===== src/hw/rtl/acbf_stack.sv =====
// Subdivision stack memory of the flattener: one row per pending right half.
// Synchronous write, registered read. No dependencies.
`timescale 1ns / 1ps
`default_nettype none
module acbf_stack #(
   parameter int ROW_W = 339,
   parameter int DEPTH = 6
) (
   input  wire logic                     clock,
   input  wire logic                     wr_en,
   input  wire logic [$clog2(DEPTH)-1:0] wr_addr,
   input  wire logic [ROW_W-1:0]         wr_data,
   input  wire logic                     rd_en,
   input  wire logic [$clog2(DEPTH)-1:0] rd_addr,
   output logic      [ROW_W-1:0]         rd_data
);

   logic [ROW_W-1:0] mem [DEPTH];
   logic [ROW_W-1:0] rd_data_ff;

   always_ff @(posedge clock) begin
      if (wr_en) begin
         mem[wr_addr] <= wr_data;
      end
   end

   always_ff @(posedge clock) begin
      if (rd_en) begin
         rd_data_ff <= mem[rd_addr];
      end
   end

   assign rd_data = rd_data_ff;

endmodule
`default_nettype wire


===== config.mk =====
export PLATFORM = sky130hd
export DESIGN_NAME = acbf_stack
export DESIGN_NICKNAME = d
export VERILOG_FILES = /design/src/hw/rtl/acbf_stack.sv
export SDC_FILE = /design/constraint.sdc
export NUM_CORES = 2
export LEC_CHECK = 0
export CORE_AREA = 2 2 427 429
export DETAILED_ROUTE_END_ITERATION = 8
export DIE_AREA = 0 0 429 431
export DONT_BUFFER_PORTS = 1
export SYNTH_ARGS = -nofsm -noshare
export SYNTH_HDL_FRONTEND = slang
export SYNTH_SLANG_ARGS = --single-unit

===== constraint.sdc =====
create_clock -name clock -period 58.4 [get_ports clock]
set_input_delay 5.84 -clock clock [delete_from_list [all_inputs] [get_ports clock]]
set_output_delay 5.84 -clock clock [all_outputs]
set_load 0.05 [all_outputs]

==> Word-level counts from Yosys, hierarchy flattened <==
Memories as Yosys holds them, arrays and structs flattened. A register that Yosys moved wholly into a read port is not among the register bits.
Cells that the tools add are included.
{ "op_classes": {"muxes": 2} }
{ "ops": {"columns": ["operator", "count"], "rows": [
  ["$mux W1", 2]
]} }
{ "totals": {"register_bits": 0, "ram_bits": 2034, "inputBits": 348, "out_inout_bits": 339, "mem_count": 1} }
{ "memory_table": {"columns": ["memory", "depth", "word_bits", "read_ports", "rd_clocked_by_memory_dff", "wr", "line", "source"], "rows": [
  ["mem", 6, 339, 1, 1, 1, "18", "logic [ROW_W-1:0] mem [DEPTH];"]
]} }

==> Depth between registers and ports, before layout <==
{ "depth": {"depth_word": 2, "ltp_mapped": 7, "depth_no_buf": 3} }

==> Worst setup path after synthesis <==
OpenSTA, ideal clock, no wires.
{ "synth_timing": {"path_type": "input to register", "start": "in wr_addr[2]", "end": "mem mem[0][0] (enable)", "arrival_ps": 29079, "t_required_ps": 56940, "slack_ps": 27860, "stages": 1, "path_cell_list": "nor3_1"} }
{ "synth_rtl": {"columns": ["element", "line", "source"], "rows": [
  ["start, declared", "11", "input wire logic [$clog2(DEPTH)-1:0] wr_addr,"],
  ["end, declared", "18", null]
]} }
Straight into the memory's write port.

==> reports/metrics.yaml <==
power:
  seqPwrFrac_pct: 56.8
  pwr-share-clk_pct: 39.9
  internal_power_uw: 2810
  ir_drop_mv: 0.0288
  switching_share_pct: 21.8
  p_leak_uw: 0.0313
  p_sw_uw: 784
  power.total_uw: 3590
  combPwrFrac_pct: 3.3
  p_per_area_nw_per_um2: 37.0
worst_setup_path:
  rr_endpoint: "rd_data[26]"
  critPathCaptureType: "flop"
  startpoint: "rd_addr[0]"
  timing.rr.start: "mem[3][26]"
  worstRegToRegCells: 3
  required_ns: 58.96
  arrival_ns: 10.42
  cp_max_fo: 147
  rrSetupSlack_ns: 57.11
  crit_end: "rd_data[236]"
  critPathKind: "in2reg"
  start_kind: "input pin"
placed_design:
  dp.cells: 6508
  port_buffers: 0
  gp_congestion: 0.741
  dp_hpwl_mm: 101
synth:
  synth_seq_cells: 2373
  synth_area_um2: 87900
  seq_area_frac_synth_pct: 81.1
  synth_fp_nets: 4655
  avgSynthCellArea_um2: 20.4
  yosys_warnings: 0
  synthCells: 4307
  yosysUniqueCellTypes: 19
worst_hold_path:
  whs_path_depth: 2
  hp-class: "reg2reg"
floorplanning:
  start_util_pct: 48.8
  fp.dieH_um: 431
  io_pins: 687
  dieArea_um2: 185000
  core_um2: 180000
  die_w_um: 429
  rows: 156
timing:
  max-slew-margin-rel_pct: -1.08
  tns_ns: 0
  rsz0062_at_grt: "no"
  finalClockSkew_ns: 0.0508
  slew_violations: 53
  fmax_mhz: 101
  finalSetupViolCount: 0
  period_needed_ns: 9.86
  hold_viol_final: 0
  tightest_slew_ns: 1.52
  finalCritPeriodShare_pct: 16.9
clock_tree:
  cts_made_buffers: 229
  cts_resized: 0
  clkLatencyLatePin_ns: 0.87
  cts_hold_buf: 0
  cts-root-buf: "clkbuf_16"
  cts_buffer_depth: 3
  post_cts_buffers: 0
  clk_pin_slew_ns: 0.06
  htree_levels: 4
  cts_sinks: 2373
  cts_tree: "done"
global_route:
  antenna_found_initial: 0
  grt_max_degree: 342
  grtUsageTotal_pct: 20.3
  grt_overflow: 0
  grt_pass1_vias: 40262
  grt_pass1_wl_mm: 277
run_status:
  failed_checks: "slew limit"
  status: "complete, but fails checks"
route:
  wl_per_cell_um: 27.6
  drt_pass1_iterations: 5
  wirelength_mm: 191
  antenna_violating_nets_post_route: 0
  dr.first_iter.drc_count: 2730
  drc_errors: 0
  vias: 39750
  drt-vias-per-instance: 5.73
cells_and_area:
  num-nets-final: 4717
  area_growth_pct: 10.5
  fillers: 13817
  layout.cells.non_filler: 6939
  drive_above_1_share_pct: 23.0
flow_run:
  drv_cap: 0
## placed cells by master, fill, tap and decap left out, drive strengths merged
| cell type | Yosys | routed |
|---|---|---|
| a21oi | 339 | 339 |
| buf | 184 | 58 |
| bufinv | 0 | 17 |
| clkbuf | 43 | 282 |
| clkinv | 0 | 118 |
| clkinvlp | 0 | 7 |
| diode | 0 | 1 |
| edfxtp | 2373 | 2373 |
| inv | 0 | 6 |
| mux2 | 678 | 678 |
| mux2i | 339 | 339 |
| nand2 | 1 | 1 |
| nand2b | 4 | 4 |
| nor2 | 4 | 4 |
| nor3 | 2 | 2 |
| o22ai | 339 | 339 |
| or2 | 1 | 1 |
## final cells by class
cell class                      instances  area, um2  area share, %
Sequential cell                      2373      71300           73.4
Multi-Input combinational cell       1707      15000           15.4
Clock buffer                          282       5970           6.15
Tap cell                             2370       2970           3.05
Clock inverter                        148       1390           1.43
Timing Repair Buffer                   58        568          0.585
Antenna cell                            1       2.50        0.00258
## registers in the layout (all words and copies together), names as in the netlist
| signal | flops |
|---|---|
| mem | 2034 |
| rd_data | 339 |
## logic make-up after synthesis
kind of cell           Yosys count  synth area share, %
flip-flops                    2373                 81.1
AO/OA/AOI/OAI                  678                 4.34
multiplexers                  1017                 12.5
buffers and inverters          227                 1.97
AND/OR/NAND/NOR                 12               0.0683
## metrics by stage
stage | area, um2 | util [%] | worst slack, ns | hold WS [ns]
2_1_floorplan | 87900 | - | 27.86 | 0.587
3_3_place_gp | 89700 | 49.8 | 47.78 | 0.596
3_5_place_dp | 89700 | 49.8 | 47.68 | 0.602
4_1_cts | 97100 | 53.9 | 48.68 | 0.589
5_1_grt | 97100 | 53.9 | 48.41 | 0.628
6_report | 97100 | 53.9 | 48.54 | 0.598
## synthesized netlist by cell type, drive strengths merged
master,count,area [um2]
or2,1,6.26
buf,184,1550
a21oi,339,1700
mux2,678,7630
o22ai,339,2120
nor3,2,10.0
nand2,1,3.75
clkbuf,43,176
mux2i,339,3390
nand2b,4,25.0
edfxtp,2373,71300
nor2,4,15.0
## worst min path at each step
stage	from	slack (ns)	end
after floorplan	mem[4][0]	0.59	rd_data[0]
after global placement	mem[4][67]	0.60	rd_data[67]
after detailed placement	mem[4][74]	0.60	rd_data[74]
after CTS	mem[4][314]	0.59	rd_data[314]
after global routing	mem[4][150]	0.63	rd_data[150]
final	mem[4][314]	0.60	rd_data[314]
## worst max-delay path: stages
cell     delay (ns)
buf_16         0.52
buf_4          0.80
buf_4          0.73
buf_4          0.78
buf_12         0.51
mux2_2         0.42
o22ai_1        0.16
a21oi_1        0.05
## power groups by stage
stage	clock network, uW	logic (uW)	registers, uW
floorplan	0	100	2080
detailed placement	0	121	2070
global route	1530	130	2040
global placement	0	120	2070
CTS	1460	122	2040
finish	1430	120	2040
## routing by layer
layer / global-route usage (%) / wire length, um
met1: 25.2 / 76700
met4: 6.81 / 6020
met2: 34.3 / 96400
met3: 5.76 / 12300
met5: 0 / 0
No activity file was read; power rests on OpenSTA's default activity.
