`config.mk`:
```
export PLATFORM = sky130hd
export DESIGN_NAME = acbf_err
export DESIGN_NICKNAME = d
export VERILOG_FILES = /design/src/hw/rtl/acbf_pkg.sv /design/src/hw/rtl/acbf_err.sv
export SDC_FILE = /design/constraint.sdc
export NUM_CORES = 2
export LEC_CHECK = 0
export ABC_AREA = 1
export BUFFER_PORTS_ARGS = -buffer_cell sky130_fd_sc_hd__buf_2
export CORE_UTILIZATION = 45
export CTS_BUF_LIST = sky130_fd_sc_hd__clkbuf_16
export CTS_CLUSTER_DIAMETER = 150
export DETAILED_ROUTE_END_ITERATION = 16
export SYNTH_ARGS = -nofsm -noshare
export SYNTH_HDL_FRONTEND = slang
export SYNTH_SLANG_ARGS = --single-unit
```
`constraint.sdc`:
```
create_clock -name clock -period 11.1 [get_ports clock]
set_input_delay 0.555 -clock clock [delete_from_list [all_inputs] [get_ports clock]]
set_output_delay 0.555 -clock clock [all_outputs]
set_load 0.05 [all_outputs]
```
`src/hw/rtl/acbf_pkg.sv`:
```
// Shared types and constants of the adaptive cubic Bezier flattener.
// No dependencies.
`timescale 1ns / 1ps
`default_nettype none
package acbf_pkg;

   // Register map of the configuration port
   localparam int TOL_W      = 62;
   localparam int DLIM_W     = 3;
   localparam int CSR_IDX_W  = 1;
   localparam int CSR_DATA_W = 62;
   localparam logic [CSR_IDX_W-1:0] CSR_FLAT_TOLERANCE = 1'b0;
   localparam logic [CSR_IDX_W-1:0] CSR_DEPTH_LIMIT    = 1'b1;
   localparam logic [TOL_W-1:0]  TOL_RESET  = 62'd65536;
   localparam logic [DLIM_W-1:0] DLIM_RESET = 3'd5;

   // Coordinates per curve node: four control points, x/y interleaved
   localparam int NUM_COORDS = 8;

   typedef enum logic [2:0] {
      ST_IDLE,
      ST_NODE,
      ST_SQUARE,
      ST_SPLIT,
      ST_EMIT,
      ST_POP
   } state_type;

endpackage
`default_nettype wire

```
`src/hw/rtl/acbf_err.sv`:
```
// Flatness error unit: forms the four deviation terms of a node, then squares
// them one at a time on a shared multiplier. Uses acbf_pkg.
`timescale 1ns / 1ps
`default_nettype none
module acbf_err #(
   parameter int WW = 42,
   parameter int LW = 3,
   parameter int CB = 24
) (
   input  wire logic                 clock,
   input  wire logic                 reset,
   input  wire logic                 start,
   input  wire logic signed [WW-1:0] work [acbf_pkg::NUM_COORDS],
   input  wire logic        [LW-1:0] level,
   output logic                      done,
   output logic [2*(CB+2):0]         err
);

   localparam int TW = WW + 3;       // signed term width
   localparam int MW = CB + 2;       // truncated magnitude width
   localparam int PW = 2 * MW;       // square width
   localparam int EW = PW + 1;       // error sum width
   localparam int SHW = LW + 2;

   logic [MW-1:0]  mag_ff [4];
   logic [MW-1:0]  mag    [4];
   logic [PW-1:0]  prod_ff;
   logic [PW-1:0]  mx_ff;
   logic [PW-1:0]  acc_ff;
   logic [EW-1:0]  err_ff;
   logic [2:0]     cnt_ff;
   logic           run_ff;
   logic           done_ff;
   logic [PW-1:0]  big;

   logic signed [TW-1:0] term [4];
   logic signed [TW-1:0] we [acbf_pkg::NUM_COORDS];
   logic [TW-1:0]        absv [4];
   logic [TW-1:0]        shv  [4];
   logic [SHW-1:0]       sh;

   // Terms in order ax, bx, ay, by
   always_comb begin
      for (int i = 0; i < acbf_pkg::NUM_COORDS; i++) begin
         we[i] = TW'(work[i]);
      end
      sh = SHW'({level, 1'b0}) + SHW'(level);
      term[0] = (we[2] <<< 1) + we[2] - (we[0] <<< 1) - we[6];
      term[1] = (we[4] <<< 1) + we[4] - we[0] - (we[6] <<< 1);
      term[2] = (we[3] <<< 1) + we[3] - (we[1] <<< 1) - we[7];
      term[3] = (we[5] <<< 1) + we[5] - we[1] - (we[7] <<< 1);
      for (int k = 0; k < 4; k++) begin
         absv[k] = term[k][TW-1] ? TW'(-term[k]) : TW'(term[k]);
         shv[k]  = absv[k] >> sh;
         mag[k]  = shv[k][MW-1:0];
      end
   end

   assign big = (mx_ff > prod_ff) ? mx_ff : prod_ff;

   always_ff @(posedge clock) begin
      if (reset) begin
         run_ff  <= 1'b0;
         done_ff <= 1'b0;
         cnt_ff  <= '0;
      end else begin
         done_ff <= run_ff && (cnt_ff == 3'd4);
         if (start) begin
            run_ff <= 1'b1;
            cnt_ff <= '0;
         end else if (run_ff) begin
            cnt_ff <= cnt_ff + 3'd1;
            if (cnt_ff == 3'd4) begin
               run_ff <= 1'b0;
            end
         end
      end
   end

   // Issue one square per cycle, fold the previous one into max/sum
   always_ff @(posedge clock) begin
      if (start) begin
         for (int k = 0; k < 4; k++) begin
            mag_ff[k] <= mag[k];
         end
      end
      if (run_ff) begin
         if (cnt_ff < 3'd4) begin
            prod_ff <= PW'(mag_ff[cnt_ff[1:0]]) * PW'(mag_ff[cnt_ff[1:0]]);
         end
         case (cnt_ff)
            3'd1: mx_ff <= prod_ff;
            3'd2: mx_ff <= big;
            3'd3: begin
               acc_ff <= mx_ff;
               mx_ff  <= prod_ff;
            end
            3'd4: err_ff <= EW'(acc_ff) + EW'(big);
            default: ;
         endcase
      end
   end

   assign done = done_ff;
   assign err  = err_ff;

endmodule
`default_nettype wire

```
Word-level counts from Yosys, hierarchy flattened
Memory sizes are Yosys's and may differ from the RTL's. A register that Yosys moved wholly into a read port is not among the register bits.
Index checks and enable logic that the tools add are counted.
Widths: inputs -> output; s select.
{ "totals": {"register_bits": 214, "ramBits": 104, "in_bits": 342, "output_inout_bits": 54, "elab_cells": 59, "n_memories": 1} }
{ "op_classes": {"add_sub_neg": 19, "n_mul": 1, "n_lt_le_gt_ge": 2, "n_eq_ne": 4, "n_shift": 4, "mux": 13, "n_reduce_logical": 8} }
{ "memory_table": {"columns": ["memory", "words", "word_bits", "read_ports", "rd_clocked_by_memory_dff", "write_ports", "line", "text"], "rows": [
  ["mag_ff", 4, 26, 1, 1, 4, "acbf_err.sv:25", "logic [MW-1:0] mag_ff [4];"]
]} }
{ "ops": {"columns": ["cell", "count"], "rows": [
  ["$mux 45", 4],
  ["$neg 45->45", 4],
  ["$shr 45x5->26", 4],
  ["$add 43x42->44", 4],
  ["$pmux 52 s2", 1],
  ["$sub 44x42->45", 2],
  ["$sub 44x43->45", 2],
  ["$sub 45x42->45", 2],
  ["$sub 45x43->45", 2],
  ["$add 52x52->53", 1],
  ["$gt 52x52->1", 1],
  ["$mul 26x26->52", 1],
  ["$mux 52", 1],
  ["$reduce_and 2->1", 4],
  ["$eq 3x2->1 const B", 2],
  ["$add 4x3->5", 1],
  ["$mux 1", 5],
  ["$mux 2", 2],
  ["$reduce_or 2->1", 2],
  ["$add 3x1->3 const B", 1],
  ["$eq 3x1->1 const B", 1],
  ["$eq 3x3->1 const B", 1],
  ["$lt 3x3->1 const B", 1],
  ["$reduce_bool 2->1", 1],
  ["$logic_and 1x1->1", 1]
]} }

Longest topological paths before layout
{ "logic_depth": {"word_depth": 6, "depth_mapped": 39, "mapped_depth_nobuf": 38} }

Worst setup path after synthesis
Ideal clock, no wire load.
{ "synth_path": {"path_kind": "flip-flop to flip-flop", "start": "register (tool-made name)", "end": "register prod_ff[50] (data pin)", "setup_time_ns": 0.266, "arrival_time_ns": 7.664, "t_required_ns": 10.834, "path_slack_ns": 3.171, "path_stages_with_launch": 33, "path_buffers": 3, "period_less_slack_ns": 7.929, "cell_sequence": "dfxtp_1 -> clkbuf_1 -> clkinv_1 -> clkbuf_1 -> nand2_1 -> a32oi_1 -> clkinv_1 -> clkbuf_1 -> nor2_1 -> inv_1 -> fa_1 -> inv_1 -> fa_1 -> inv_1 -> fa_1 -> fa_1 -> inv_1 -> fa_1 -> fa_1 -> inv_1 -> fa_1 -> inv_1 -> ha_1 -> nand2_1 -> inv_1 -> a21oi_1 -> o221a_2 -> o21ai_0 -> a21oi_1 -> o21ai_0 -> a21boi_0 -> o2111ai_1 -> xor2_1"} }
{ "synth_lines": {"columns": ["item", "line", "text"], "rows": [
  ["end signal, assigned", "acbf_err.sv:89", "prod_ff <= PW'(mag_ff[cnt_ff[1:0]]) * PW'(mag_ff[cnt_ff[1:0]]);"],
  ["end, declared", "acbf_err.sv:27", "logic [PW-1:0] prod_ff;"]
]} }

==> metrics <==
outcome finished with violations; failing checks max-slew violations; gpl congestion between 0.9 and 1; Post-synth ARST share 0%; Hold Path Sink run_ff$_SDFF_PP0_; Crit. End Element register; startpoint types register; I/O pin count a little under 400; CTS tree yes; Ys Warns 0; iteration-0 DRC count of the detailed router 5774; Clock Skew 0.04617 ns; number of global-route vias before repair 69920; Max clock buf depth 3; Tcrit/Tclk final between 80% and 90%; Core ar. 0.1591 mm^2; met1 usage around two fifths; first-pass GRT wire length 393200 um; setup_tns 0 ns; prevailing post-synth register cell edfxtp_1; Worst Setup Path Type reg -> reg; Mapped Nets 12460; post-CTS setup buffer count 0; cts hold-fix bufs 0; normalized max-slew margin -1.490%; hold depth 2; Clk pin slew, worst setup/hold paths 0.06 ns; Post-Synth XOR/XNOR Area 1.824%; hpwl dp about 220000 um; final setup fails 0; post_cts resized 0; share of cells above drive strength 1 between 6 and 7%; critical path fanouts, max 22; DRC errors left 0; crit-path leading delay family adder cells; Post-Layout Cell Count 13190; clock net sink count roughly 320; DIE AREA 0.1628 mm^2; slowest cell on the critical path a32oi_1; RSZ-0062 raised after global routing false; routed length per instance 19.15 um; CP arrival roughly 10 ns; Die X-Extent roughly 400 um; Post-Synthesis Cells 10770; Detailed Routing Iterations Pass 1 9; commonest non-fill, non-tap cell in the layout nand2_1; Reg-to-Reg End prod_ff[50]$_DFFE_PP_; Compound-Gate Fraction of Synth Area 6.180%; number of synthesized flops with an enable pin 312; sequential area share after synthesis 13.11%; Die Ht 403.4 um; fin area 0.07800 mm^2; most frequent cells in the layout nand2_1 (3189), inv_1 (1890), nand3_1 (1515); H-tree depth 2; Synth Area per Inst 6.732 um^2; DRT Wirelength 252700 um; fillers 16570; Cell variety after synth 61; largest family of logic cells by synthesized area simple AND/OR/NAND/NOR gates; worst hold start reset; initial antenna violation count 1; r2r setup slk 1.41 ns; Adder-Cell Fraction of Synth Area 31.99%; met2 usage 53.04%; CP bufs+invs 10; Critical Path RT approximately 11 ns; row count approximately 150; HP Class in -> reg; Routed Antenna Nets 0; CP max stage delay ~1.3 ns; Least-Margin Pin Slew ~1.5 ns; Layout Nets 12710; max_cap viols 0; fin. max-slew vios 8; area post-placement between 0.07 and 0.08 mm^2; PortBufs a little under 400; GR Layer Usage met3 2.136%; fmax 0.1032 GHz; gr usage total 30.76%; post-synthesis mux area share 0%; worst reg2reg path depth 29; CTS Root Cell clkbuf_16; Synth Register Bits 319; worst-skew pair later-pin latency 0.58 ns; Simple-Gate Fraction of Synth Area 35.21%; via count 70900; TritonCTS Buffers 41; Cell Count Post-Placement 13120; Top Usage Layer GRT met2; Mapped Area 0.07252 mm^2; Hold Fails Final Rpt 0; GRT overflow 0; DR vias/cell 5.374; Starting Density 45.58%; maximum number of pins on one net before global-route repair ~110; min cycle time layout 9.690 ns; Area Overhead vs Synth 7.568%
## flip-flops by register name, summed over array words and instances (netlist names), named ones only
signal   cells
mag_ff     104
cnt_ff       3
mx_ff       52
err         53
acc_ff      52
prod_ff     51
run_ff       1
done         1
## routing by layer
metal	vias to the layer above	share of wire [%]
met5	-	0
met4	0	3.0
met3	332	5.1
met2	2140	48
met1	33950	44
li1	34480	-
## cell families after synthesis
| family | after synthesis |
|---|---|
| buf+inv | 2188 |
| xor+xnor | 151 |
| fa+ha+maj | 1347 |
| flops | 319 |
| compound gates | 790 |
| simple gates | 5977 |
## per-stage QoR
stage | util, % | hold WS, ns | setup WS [ns]
2_1_floorplan | - | 0.4264 | 3.171
3_3_place_gp | 48.14 | 0.4350 | 1.651
3_5_place_dp | 48.14 | 0.4426 | 1.518
4_1_cts | 49.02 | 0.2517 | 1.556
5_1_grt | 49.02 | 0.2611 | 0.9849
6_report | 49.03 | 0.2765 | 1.410
## cell type report
cell class	count	area, um^2	share of cell area [%]
repair buffers	472	2564	3.287
well taps	2146	2685	3.442
inverters	1917	7203	9.234
clock inverters	32	384.1	0.4924
clock buffers	41	1026	1.315
multi-input cells	8265	54630	70.03
flip-flops and latches	319	9510	12.19
diodes	2	5.005	0.006416
## cells in the mapped netlist, types with 11 or more instances
master / n / area (um^2)
fa_1: 845 / 16920
clkbuf_1: 109 / 409.1
or2_2: 12 / 75.07
buf_2: 66 / 330.3
buf_4: 22 / 165.2
o211ai_1: 27 / 202.7
buf_6: 12 / 135.1
o21bai_1: 33 / 247.7
nand3_2: 48 / 480.5
o21ai_1: 30 / 150.1
nor2_2: 46 / 287.8
nand3_1: 1515 / 7582
nor2_1: 895 / 3359
nand3b_1: 22 / 165.2
o21ai_0: 232 / 1161
nand2_1: 3194 / 11990
nor3_1: 36 / 180.2
nand4_1: 100 / 625.6
nand2_2: 66 / 412.9
xnor2_1: 60 / 525.5
ha_1: 502 / 6281
a32oi_1: 23 / 201.4
a21oi_1: 343 / 1717
nor2_4: 12 / 135.1
a21o_1: 11 / 82.58
o21a_1: 16 / 120.1
edfxtp_1: 312 / 9369
buf_1: 61 / 229.0
clkinv_1: 20 / 75.07
xor2_1: 91 / 797.0
a31oi_1: 18 / 112.6
inv_1: 1887 / 7083
## worst max-delay path by stage
stage / depth (start not counted) / end / from
final: 29 / prod_ff[50]$_DFFE_PP_ / register
after global routing: 29 / prod_ff[50]$_DFFE_PP_ / register
after CTS: 30 / prod_ff[50]$_DFFE_PP_ / register
after detailed placement: 30 / prod_ff[50]$_DFFE_PP_ / register
after global placement: 28 / prod_ff[50]$_DFFE_PP_ / register
after floorplan: 32 / prod_ff[50]$_DFFE_PP_ / register
Power is not shown: default switching activity piles up to over one toggle a cycle in this logic, so the estimate is an artifact.
